==> config.mk <==
export PLATFORM = sky130hd
export DESIGN_NAME = beat_nod_burst_sequencer
export DESIGN_NICKNAME = d
export VERILOG_FILES = /design/src/rtl/core/bnbs_pkg.sv /design/src/rtl/core/beat_nod_burst_sequencer.sv
export VERILOG_INCLUDE_DIRS = /design/src /design/src/rtl/core
export SDC_FILE = /design/constraint.sdc
export NUM_CORES = 1
export LEC_CHECK = 0
export ABC_AREA = 1
export BUFFER_PORTS_ARGS = -buffer_cell sky130_fd_sc_hd__buf_2
export CORE_MARGIN = 4
export CORE_UTILIZATION = 45
export CTS_BUF_LIST = sky130_fd_sc_hd__clkbuf_2 sky130_fd_sc_hd__clkbuf_4 sky130_fd_sc_hd__clkbuf_8
export DETAILED_ROUTE_END_ITERATION = 6
export PLACE_DENSITY = 0.61
export SKIP_CTS_REPAIR_TIMING = 1
export SYNTH_ARGS = -nofsm -noshare
export SYNTH_HDL_FRONTEND = slang
export SYNTH_SLANG_ARGS = --single-unit
==> constraint.sdc <==
create_clock -name clk -period 13.69 [get_ports clk]
set_clock_uncertainty 0.05 [all_clocks]
set_input_delay 2.0535 -clock clk [delete_from_list [all_inputs] [get_ports clk]]
set_output_delay 2.0535 -clock clk [all_outputs]
set_load 0.005 [all_outputs]
==> src/rtl/core/beat_nod_burst_sequencer_macros.svh <==
// Assertion macros shared by the beat nod burst sequencer RTL.
// Depends on nothing; take it in with a plain include.
`ifndef BEAT_NOD_BURST_SEQUENCER_MACROS_SVH
`define BEAT_NOD_BURST_SEQUENCER_MACROS_SVH

// Same-cycle implication, checked out of reset.
`define BNBS_ASSERT_IMP(label, clk, rst_n, ante, cons, msg) \
  label: assert property (@(posedge clk) disable iff (!rst_n) (ante) |-> (cons)) \
    else $error(msg);

// Next-cycle implication, checked out of reset.
`define BNBS_ASSERT_NXT(label, clk, rst_n, ante, cons, msg) \
  label: assert property (@(posedge clk) disable iff (!rst_n) (ante) |=> (cons)) \
    else $error(msg);

`endif

==> src/rtl/core/bnbs_pkg.sv <==
// Types, codes and constants of the beat nod burst sequencer.
// Depends on nothing; the top level imports it.
package bnbs_pkg;

  // Neck travel in servo steps for the full angle window (position 0 down to -100).
  localparam int unsigned POS_SPAN = 100;

  localparam int unsigned ANG_LO    = 170;
  localparam int unsigned ANG_HI    = 800;
  localparam int unsigned ANG_WIN   = ANG_HI - ANG_LO;
  localparam int unsigned ANG_DIF_W = $clog2(ANG_WIN + 1);
  localparam int unsigned FPS       = 23;
  localparam int unsigned PARK_ANGLE = ANG_LO + 30;

  localparam int unsigned MIN_RUN     = 10 * FPS;
  localparam int unsigned RUN_JITTER  = 8 * FPS;
  localparam int unsigned END_GRACE   = 2 * FPS;
  localparam int unsigned WAIT_MIN    = 8 * FPS;
  localparam int unsigned WAIT_JITTER = 12 * FPS;
  localparam int unsigned PATIENCE    = 2 * FPS;

  localparam logic [15:0] LFSR_SEED   = 16'hBEEF;
  localparam logic [15:0] ARMED_MAX   = 16'hFFFF;
  localparam logic [9:0]  QUIET_MAX   = 10'd1023;
  localparam logic [6:0]  CONF_MAX    = 7'd100;
  localparam logic [6:0]  FLOOR_RESET = 7'd30;
  localparam logic [9:0]  IDLE_RESET  = 10'd750;
  localparam int unsigned LOUD_GAIN   = 39;

  // Angle scaled by POS_SPAN, then divided by the window through a reciprocal.
  localparam int unsigned SCALED_W  = $clog2(ANG_WIN * POS_SPAN + 1);
  localparam int unsigned MAP_SHIFT = SCALED_W + ANG_DIF_W;
  localparam longint unsigned MAP_RECIP =
      ((64'd1 << MAP_SHIFT) + ANG_WIN - 1) / ANG_WIN;
  localparam int unsigned MAP_RECIP_W = $clog2(MAP_RECIP + 1);
  localparam int unsigned MAP_PROD_W  = SCALED_W + MAP_RECIP_W;

  // Remainders of the 16-bit LFSR word by the two jitter spans.
  localparam int unsigned RUN_SHIFT = 16 + $clog2(RUN_JITTER);
  localparam longint unsigned RUN_RECIP =
      ((64'd1 << RUN_SHIFT) + RUN_JITTER - 1) / RUN_JITTER;
  localparam int unsigned RUN_RECIP_W = $clog2(RUN_RECIP + 1);
  localparam int unsigned WAIT_SHIFT = 16 + $clog2(WAIT_JITTER);
  localparam longint unsigned WAIT_RECIP =
      ((64'd1 << WAIT_SHIFT) + WAIT_JITTER - 1) / WAIT_JITTER;
  localparam int unsigned WAIT_RECIP_W = $clog2(WAIT_RECIP + 1);

  // Configuration register indexes.
  localparam logic [1:0] REG_NOD_MODE   = 2'd0;
  localparam logic [1:0] REG_CONF_FLOOR = 2'd1;
  localparam logic [1:0] REG_IDLE_PARK  = 2'd2;

  // Modes.
  localparam logic [1:0] MODE_OFF    = 2'd0;
  localparam logic [1:0] MODE_ALWAYS = 2'd1;
  localparam logic [1:0] MODE_AUTO   = 2'd2;
  localparam logic [1:0] MODE_BAD    = 2'd3;

  // Item kinds.
  localparam logic FUNC_FRAME = 1'b0;
  localparam logic FUNC_TICK  = 1'b1;

  // Beat strengths.
  localparam logic [1:0] STR_NONE   = 2'd0;
  localparam logic [1:0] STR_ONSET  = 2'd1;
  localparam logic [1:0] STR_STRONG = 2'd2;

  // Reported burst state codes.
  localparam logic [1:0] BS_WAITING   = 2'd0;
  localparam logic [1:0] BS_NODDING   = 2'd1;
  localparam logic [1:0] BS_FINISHING = 2'd2;

  typedef enum logic [2:0] {
    PH_WAIT   = 3'b001,
    PH_NOD    = 3'b010,
    PH_FINISH = 3'b100
  } bnbs_phase_t;

  typedef struct packed {
    logic       func;
    logic [7:0] energy;
    logic       bass_onset;
    logic       mid_onset;
    logic       big_beat;
    logic [6:0] confidence;
    logic       full_band_wins;
    logic [9:0] target_angle;
  } bnbs_in_t;

  typedef struct packed {
    logic              servo_write;
    logic signed [7:0] neck_position;
    logic [1:0]        bass_strength;
    logic [1:0]        full_strength;
    logic [13:0]       loudness;
    logic [1:0]        burst_state;
    logic [8:0]        frames_into_burst;
    logic [8:0]        burst_length;
    logic [8:0]        frames_to_wait;
    logic [15:0]       beats_in_burst;
    logic [6:0]        peak_confidence;
    logic [31:0]       bursts_started;
  } bnbs_out_t;

endpackage

==> src/rtl/core/beat_nod_burst_sequencer.sv <==
// Beat nod burst sequencer: neck servo command from tempo engine frames and ms ticks.
// Depends on bnbs_pkg and beat_nod_burst_sequencer_macros.svh.
//
//   port group   direction   flow control     carries
//   in_*         in          in_vld/in_stall  one frame or tick (bnbs_in_t)
//   out_*        out         out_vld/out_stall one result (bnbs_out_t)
//   cfg_*        in          cfg_we only      register writes, index 0..2
//
// Two register stages: an input register (angle scaling, loudness) and a result
// register (sequencer step, position divide, LFSR jitter remainder).
// One item per cycle sustained unless out_stall holds a result; the input register can
// still take one item while a result waits to be taken, then in_stall rises.
// rst_n is synchronous; control and sequencer state reset, payloads do not.
`include "beat_nod_burst_sequencer_macros.svh"

module beat_nod_burst_sequencer (
  input  logic              clk,
  input  logic              rst_n,
  input  logic              in_vld,
  output logic              in_stall,
  input  bnbs_pkg::bnbs_in_t  in_data,
  output logic              out_vld,
  input  logic              out_stall,
  output bnbs_pkg::bnbs_out_t out_data,
  input  logic              cfg_we,
  input  logic [1:0]        cfg_index,
  input  logic [9:0]        cfg_wdata
);
  import bnbs_pkg::*;

  // Pipeline control and payload
  logic                in_vld_r;
  bnbs_in_t            item_r;
  logic [SCALED_W-1:0] scaled_r;
  logic [13:0]         loud_r;
  logic                out_vld_r;
  bnbs_out_t           out_data_r;
  bnbs_out_t           out_nxt;
  logic                advance;
  logic                in_take;

  // Configuration
  logic [1:0] mode_r;
  logic [6:0] floor_r;
  logic [9:0] idle_r;

  // Sequencer state
  logic [15:0]       lfsr_r, lfsr_nxt;
  bnbs_phase_t       phase_r, phase_nxt;
  logic [8:0]        wait_r, wait_nxt;
  logic [15:0]       armed_r, armed_nxt;
  logic [8:0]        runf_r, runf_nxt;
  logic [8:0]        runt_r, runt_nxt;
  logic [15:0]       runb_r, runb_nxt;
  logic [31:0]       total_r, total_nxt;
  logic [6:0]        peak_r, peak_nxt;
  logic              parked_r, parked_nxt;
  logic [9:0]        quiet_r, quiet_nxt;
  logic signed [7:0] pos_r, pos_nxt;

  // Stage one datapath
  logic [ANG_DIF_W-1:0] ang_dif;
  logic [9:0]           ang_clamp;

  // Stage two datapath
  logic [15:0]               lfsr_mix;
  logic [15:0]               lfsr_step;
  logic [16+RUN_RECIP_W-1:0]  run_prod;
  logic [16+WAIT_RECIP_W-1:0] wait_prod;
  logic [8:0]                run_quo, wait_quo;
  logic [8:0]                run_rem, wait_rem;
  logic [MAP_PROD_W-1:0]     map_prod;
  logic [7:0]                map_quo;
  logic signed [7:0]         map_pos;
  logic [1:0]                bs, fs;
  logic                      beat;
  logic                      follow;
  logic                      write;
  logic [1:0]                cfg_mode;
  logic [6:0]                cfg_floor;

  assign advance  = in_vld_r && (!out_vld_r || !out_stall);
  assign in_stall = in_vld_r && !advance;
  assign in_take  = in_vld && !in_stall;
  assign out_vld  = out_vld_r;
  assign out_data = out_data_r;

  // Clamp and scale the angle on the way in.
  always_comb begin
    if (in_data.target_angle < 10'(ANG_LO)) begin
      ang_clamp = 10'(ANG_LO);
    end else if (in_data.target_angle > 10'(ANG_HI)) begin
      ang_clamp = 10'(ANG_HI);
    end else begin
      ang_clamp = in_data.target_angle;
    end
    ang_dif = ANG_DIF_W'(ang_clamp - 10'(ANG_LO));
  end

  always_ff @(posedge clk) begin
    if (!rst_n) begin
      in_vld_r <= 1'b0;
    end else if (in_take) begin
      in_vld_r <= 1'b1;
    end else if (advance) begin
      in_vld_r <= 1'b0;
    end
  end

  always_ff @(posedge clk) begin
    if (in_take) begin
      item_r   <= in_data;
      scaled_r <= SCALED_W'(ang_dif * POS_SPAN);
      loud_r   <= 14'(in_data.energy * LOUD_GAIN);
    end
  end

  // LFSR stirred by the frame energy; a zero word restarts from the seed.
  always_comb begin
    lfsr_mix = lfsr_r ^ {8'h00, item_r.energy};
    if (lfsr_mix == 16'h0000) begin
      lfsr_mix = LFSR_SEED;
    end
    lfsr_step = {lfsr_mix[0] ^ lfsr_mix[2] ^ lfsr_mix[3] ^ lfsr_mix[5], lfsr_mix[15:1]};
  end

  // Jitter remainders through reciprocal multiply, then subtract quotient times span.
  always_comb begin
    run_prod  = (16+RUN_RECIP_W)'(lfsr_step) * (16+RUN_RECIP_W)'(RUN_RECIP);
    wait_prod = (16+WAIT_RECIP_W)'(lfsr_step) * (16+WAIT_RECIP_W)'(WAIT_RECIP);
    run_quo   = run_prod[RUN_SHIFT +: 9];
    wait_quo  = wait_prod[WAIT_SHIFT +: 9];
    run_rem   = 9'(lfsr_step - 16'(run_quo * RUN_JITTER));
    wait_rem  = 9'(lfsr_step - 16'(wait_quo * WAIT_JITTER));
  end

  // Position: scaled angle over the window, negated.
  always_comb begin
    map_prod = MAP_PROD_W'(scaled_r) * MAP_PROD_W'(MAP_RECIP);
    map_quo  = {1'b0, map_prod[MAP_SHIFT +: 7]};
    map_pos  = 8'sd0 - $signed(map_quo);
  end

  always_comb begin
    lfsr_nxt   = lfsr_r;
    phase_nxt  = phase_r;
    wait_nxt   = wait_r;
    armed_nxt  = armed_r;
    runf_nxt   = runf_r;
    runt_nxt   = runt_r;
    runb_nxt   = runb_r;
    total_nxt  = total_r;
    peak_nxt   = peak_r;
    parked_nxt = parked_r;
    quiet_nxt  = quiet_r;
    pos_nxt    = pos_r;
    write      = 1'b0;
    follow     = 1'b0;
    bs         = STR_NONE;
    fs         = STR_NONE;
    beat       = 1'b0;
    cfg_mode   = (cfg_wdata[1:0] == MODE_BAD) ? MODE_OFF : cfg_wdata[1:0];
    cfg_floor  = (cfg_wdata[6:0] > CONF_MAX) ? CONF_MAX : cfg_wdata[6:0];

    if (advance) begin
      if (item_r.func == FUNC_TICK) begin
        if (quiet_r != QUIET_MAX) begin
          quiet_nxt = quiet_r + 10'd1;
        end
        // Park after the quiet timeout unless the mode is off or the neck is already parked.
        if (mode_r != MODE_OFF && !parked_r && quiet_nxt >= idle_r) begin
          pos_nxt    = 8'sd0;
          parked_nxt = 1'b1;
          write      = 1'b1;
          phase_nxt  = PH_WAIT;
          wait_nxt   = 9'd0;
        end
      end else begin
        quiet_nxt = 10'd0;
        if (item_r.bass_onset) begin
          bs = item_r.big_beat ? STR_STRONG : STR_ONSET;
        end
        if (item_r.mid_onset) begin
          fs = item_r.big_beat ? STR_STRONG : STR_ONSET;
        end
        beat = item_r.full_band_wins ? item_r.mid_onset : item_r.bass_onset;

        if (mode_r == MODE_AUTO) begin
          if (item_r.confidence > peak_r) begin
            peak_nxt = item_r.confidence;
          end
          if (phase_r == PH_WAIT) begin
            if (wait_r != 9'd0) begin
              wait_nxt  = wait_r - 9'd1;
              armed_nxt = 16'd0;
            end else if (item_r.confidence < floor_r) begin
              armed_nxt = 16'd0;
            end else begin
              if (armed_r != ARMED_MAX) begin
                armed_nxt = armed_r + 16'd1;
              end
              // Arm on a strong beat, or on any beat after enough eligible frames.
              if (item_r.big_beat || (armed_nxt >= 16'(PATIENCE) && beat)) begin
                armed_nxt = 16'd0;
                phase_nxt = PH_NOD;
                runb_nxt  = 16'd0;
                runf_nxt  = 9'd0;
                runt_nxt  = 9'(MIN_RUN) + run_rem;
                total_nxt = total_r + 32'd1;
                lfsr_nxt  = lfsr_step;
              end
            end
          end else begin
            runf_nxt = runf_r + 9'd1;
            if (beat) begin
              runb_nxt = runb_r + 16'd1;
            end
            if (phase_r == PH_NOD && runf_nxt >= runt_r) begin
              phase_nxt = PH_FINISH;
            end
            if (phase_nxt == PH_FINISH &&
                (item_r.target_angle <= 10'(PARK_ANGLE) ||
                 {1'b0, runf_nxt} >= {1'b0, runt_r} + 10'(END_GRACE))) begin
              phase_nxt = PH_WAIT;
              wait_nxt  = 9'(WAIT_MIN) + wait_rem;
              lfsr_nxt  = lfsr_step;
            end
          end
        end

        follow = (mode_r == MODE_ALWAYS) ||
                 (mode_r == MODE_AUTO && phase_nxt != PH_WAIT);
        if (follow) begin
          pos_nxt    = map_pos;
          parked_nxt = 1'b0;
          write      = 1'b1;
        end else if (!parked_r) begin
          pos_nxt    = 8'sd0;
          parked_nxt = 1'b1;
          write      = 1'b1;
        end
      end
    end

    // Mode write restarts the sequencer and parks silently unless the new mode is always.
    if (cfg_we && cfg_index == REG_NOD_MODE) begin
      phase_nxt = PH_WAIT;
      wait_nxt  = 9'd0;
      if (cfg_mode != MODE_ALWAYS) begin
        pos_nxt    = 8'sd0;
        parked_nxt = 1'b1;
      end
    end
  end

  always_comb begin
    out_nxt.servo_write   = write;
    out_nxt.neck_position = pos_nxt;
    out_nxt.bass_strength = bs;
    out_nxt.full_strength = fs;
    out_nxt.loudness      = (item_r.func == FUNC_TICK) ? 14'd0 : loud_r;
    case (phase_nxt)
      PH_NOD:    out_nxt.burst_state = BS_NODDING;
      PH_FINISH: out_nxt.burst_state = BS_FINISHING;
      default:   out_nxt.burst_state = BS_WAITING;
    endcase
    out_nxt.frames_into_burst = runf_nxt;
    out_nxt.burst_length      = runt_nxt;
    out_nxt.frames_to_wait    = wait_nxt;
    out_nxt.beats_in_burst    = runb_nxt;
    out_nxt.peak_confidence   = peak_nxt;
    out_nxt.bursts_started    = total_nxt;
  end

  always_ff @(posedge clk) begin
    if (!rst_n) begin
      out_vld_r <= 1'b0;
    end else if (advance) begin
      out_vld_r <= 1'b1;
    end else if (!out_stall) begin
      out_vld_r <= 1'b0;
    end
  end

  always_ff @(posedge clk) begin
    if (advance) begin
      out_data_r <= out_nxt;
    end
  end

  always_ff @(posedge clk) begin
    if (!rst_n) begin
      mode_r  <= MODE_OFF;
      floor_r <= FLOOR_RESET;
      idle_r  <= IDLE_RESET;
    end else if (cfg_we) begin
      case (cfg_index)
        REG_NOD_MODE:   mode_r  <= cfg_mode;
        REG_CONF_FLOOR: floor_r <= cfg_floor;
        REG_IDLE_PARK:  idle_r  <= cfg_wdata;
        default: ;
      endcase
    end
  end

  always_ff @(posedge clk) begin
    if (!rst_n) begin
      lfsr_r   <= LFSR_SEED;
      phase_r  <= PH_WAIT;
      wait_r   <= 9'd0;
      armed_r  <= 16'd0;
      runf_r   <= 9'd0;
      runt_r   <= 9'd0;
      runb_r   <= 16'd0;
      total_r  <= 32'd0;
      peak_r   <= 7'd0;
      parked_r <= 1'b1;
      quiet_r  <= 10'd0;
      pos_r    <= 8'sd0;
    end else begin
      lfsr_r   <= lfsr_nxt;
      phase_r  <= phase_nxt;
      wait_r   <= wait_nxt;
      armed_r  <= armed_nxt;
      runf_r   <= runf_nxt;
      runt_r   <= runt_nxt;
      runb_r   <= runb_nxt;
      total_r  <= total_nxt;
      peak_r   <= peak_nxt;
      parked_r <= parked_nxt;
      quiet_r  <= quiet_nxt;
      pos_r    <= pos_nxt;
    end
  end

  `BNBS_ASSERT_IMP(a_burst_only_auto, clk, rst_n, phase_r != PH_WAIT, mode_r == MODE_AUTO, "burst running outside auto mode")
  `BNBS_ASSERT_IMP(a_parked_neutral, clk, rst_n, parked_r, pos_r == 8'sd0, "parked neck away from neutral")
  `BNBS_ASSERT_IMP(a_no_wait_in_burst, clk, rst_n, phase_r != PH_WAIT, wait_r == 9'd0, "wait count left during burst")
  `BNBS_ASSERT_IMP(a_stall_cause, clk, rst_n, in_stall, out_vld_r && out_stall, "input stalled without a blocked result")
  `BNBS_ASSERT_NXT(a_result_follows, clk, rst_n, advance, out_vld_r, "advanced item produced no result")

endmodule

==> results.json <==
{
  "synth_cells": 2987,
  "synth_compound_area_frac": 0.08216,
  "post-route-worst-setup-slack_ns": 3.313,
  "dpl.hpwl_mm": 50.05,
  "synth.ff_latch_count": 325,
  "maxSlewHeadroom": 0.2891,
  "io_pins": 160,
  "worstReg2RegEnd": "out_data[72]",
  "worstRegToRegCells": 48,
  "cp_slowest_cell": "fa_1",
  "period_needed_ns": 10.38,
  "drc": 0,
  "ctsHtreeMaxLevel": 2,
  "area_growth_pct": 11.14,
  "ff_latch_area_um2": 8188,
  "cts-root-to-sink-buffers": 3,
  "depth_of_the_worst_hold_timing_path": 2,
  "timing.setup.critical_path_class": "reg2reg",
  "post_synth_mux_area_share": 0.0003965,
  "route.final.wire_length_mm": 62.17,
  "tritoncts": "yes",
  "regToRegSetupSlack_ns": 3.31,
  "grt_setup_unrepaired": "false",
  "pre_cts_slack_ns": 3.322,
  "global_route_wire_length_before_repair_mm": 102.1,
  "placed_cell_area_um2": 26880,
  "accumulated_negative_setup_slack_ns": 0,
  "worst_path_largest_cell_delay_ns": 0.55,
  "io_buffers": 159,
  "dominant_combinational_cell_family_by_area_after_synthesis": "adder cells",
  "hold_path.class": "reg2reg",
  "yosysUniqueCellTypes": 64,
  "numClockSinks": 325,
  "final_core_util": 0.5074,
  "timing.hold.worst_endpoint": "idle_r[4]",
  "die_height_um": 244.9,
  "clock_latency_ns": 0.65,
  "antenna_violating_nets_post_route": 0,
  "dominantRegCellSynth": "edfxtp_1",
  "fp-row-count": 86,
  "clkSlewWorstSetupHoldPaths_ns": 0.06,
  "transition_time_at_the_pin_with_the_least_slew_margin_ns": 1.058,
  "start_util": 0.4565,
  "drive_above_1_share": 0.1016,
  "postSynthAreaPerCell_um2": 8.453,
  "synthesis.yosys.warnings": 0,
  "cp_data_required_time_ns": 14.03,
  "synthesis.area_um2": 25250,
  "core_region_area_um2": 55310,
  "final_min_period_over_clock_period": 0.7580,
  "die-area_um2": 59960,
  "detail_route.first_pass.iterations": 5,
  "worstHoldStart": "idle_r[4]",
  "routedWlPerCell_um": 15.67,
  "routed-via-count": 19960,
  "globalRoute.totalOverflow": 0,
  "post_synth_xor_area_fraction": 0.03226,
  "critical_path.reg2reg.startpoint": "item_r[25]",
  "crit_fanout": 9,
  "worst-endpoint-arrival_ns": 10.72,
  "insertedDiodeCount": 0,
  "count_of_flip_flops_with_a_built_in_enable_after_synthesis": 168,
  "synthesis.nets": 3524,
  "cts.root.buffer_cell": "clkbuf_8",
  "drtIter0Drc": 934,
  "post-route-cell-area_um2": 28060,
  "grt_max_degree": 80,
  "gpl.final_weighted_congestion": 0.9149,
  "max_freq_ghz": 0.09637,
  "share_of_flip_flops_with_an_asynchronous_set_or_reset_after_synthesis": 0,
  "footprint_of_the_multi_input_gates_um2": 14580,
  "synth_seq_area_share": 0.3243,
  "end_kind": "register",
  "cts_made_buffers": 56,
  "finalHoldViolCount": 0,
  "grt.total_usage": 0.2086,
  "worstSetupStartpointType": "register",
  "number_of_antenna_violations_at_the_first_check_in_global_routing": 2,
  "total_nets_final": 3707,
  "via_count_normalized_by_instance_count": 5.034,
  "path_common_cell": "nand2_1",
  "setup-violations-final": 0,
  "grt_pass1_vias": 20270,
  "maxCapViolations": 0,
  "finalMaxSlewViolations": 0,
  "synth_simple_gate_area_frac": 0.1846,
  "post_synth_fa_ha_maj_area_fraction": 0.2776,
  "fill_cells": 5310,
  "die_w_um": 244.9,
  "outcome": "finished, final reports clean"
}
-- synth_stat cells (42+ instances only) --
| cell | n | area (um2) |
|---|---|---|
| ha_1 | 373 | 4667 |
| inv_1 | 609 | 2286 |
| xor2_1 | 71 | 621.9 |
| nand3_1 | 112 | 560.5 |
| a21oi_1 | 168 | 840.8 |
| nor2_1 | 236 | 885.9 |
| o21ai_0 | 96 | 480.5 |
| nand2_1 | 503 | 1888 |
| nand4_1 | 42 | 262.8 |
| nor3_1 | 57 | 285.3 |
| dfxtp_1 | 157 | 3143 |
| fa_1 | 117 | 2342 |
| edfxtp_1 | 168 | 5045 |
-- critical path: cells and delay by family (launching register included) --
| kind | cells | cell delay [ns] |
|---|---|---|
| compound gates | 5 | 0.74 |
| xor+xnor | 2 | 0.69 |
| fa+ha+maj | 12 | 4.88 |
| buf+inv | 8 | 0.56 |
| flops | 1 | 0.38 |
| simple gates | 21 | 2.85 |
-- layer usage --
metal | vias to the layer above | GRT usage | wire, um
li1 | 10080 | - | -
met1 | 9387 | 0.2753 | 28590
met2 | 398 | 0.3588 | 29320
met3 | 95 | 0.03244 | 2787
met4 | 0 | 0.05555 | 1472
met5 | - | 0 | 0
-- how the worst max path moves through the flow --
stage	from	to	slack, ns	depth (start not counted)
floorplan	item_r[21]	out_data[72]	4.69	49
global placement	item_r[25]	out_data[72]	3.64	49
detailed placement	item_r[25]	out_data[72]	3.32	48
CTS	item_r[25]	out_data[72]	3.36	48
global route	item_r[25]	out_data[72]	2.37	48
finish	item_r[25]	out_data[72]	3.31	48
-- state kept, by name (all words and copies together) (netlist names), 10 cells and up --
register  flops
armed_r      16
total_r      32
item_r       30
scaled_r     14
loud_r       13
lfsr_r       16
runb_r       16
idle_r       10
out_data    111
quiet_r      10
-- cell usage in the layout, fill, tap and decap left out, drive strengths merged, types with 28 or more instances in the layout --
cell type	count
clkbuf	77
clkinv	28
edfxtp	168
nand4	44
xor2	71
nor2	253
nand3	115
dfxtp	157
ha	373
nand2	517
a21oi	168
nor3	60
fa	117
inv	614
o21ai	105
buf	168
-- cells by family (layout without fill, tap and decap cells) --
kind of cell,count (synthesis),in the layout
adders and majority gates,490,490
muxes,1,1
xor gates and xnor gates,93,93
AOI/OAI and AO/OA,369,369
buffers and inverters,659,890
DFF,325,325
and+or+nand+nor,1050,1050
-- area by class of cell --
cell class,instances,share of cell area
clock buffers,77,0.03465
flip-flops and latches,325,0.2918
inverters,616,0.08245
clock inverters,29,0.007491
repair buffers,168,0.03077
well taps,748,0.03335
multi-input cells,2003,0.5195
-- through the flow --
step | instances | hold WS, ns
after global routing | 3966 | 0.4344
final | 3966 | 0.4167
after floorplan | 2987 | 0.3831
after detailed placement | 3860 | 0.4105
after global placement | 3860 | 0.4091
after CTS | 3966 | 0.4186
Power is not shown: default switching activity piles up to over one toggle a cycle in this logic, so the estimate is an artifact.
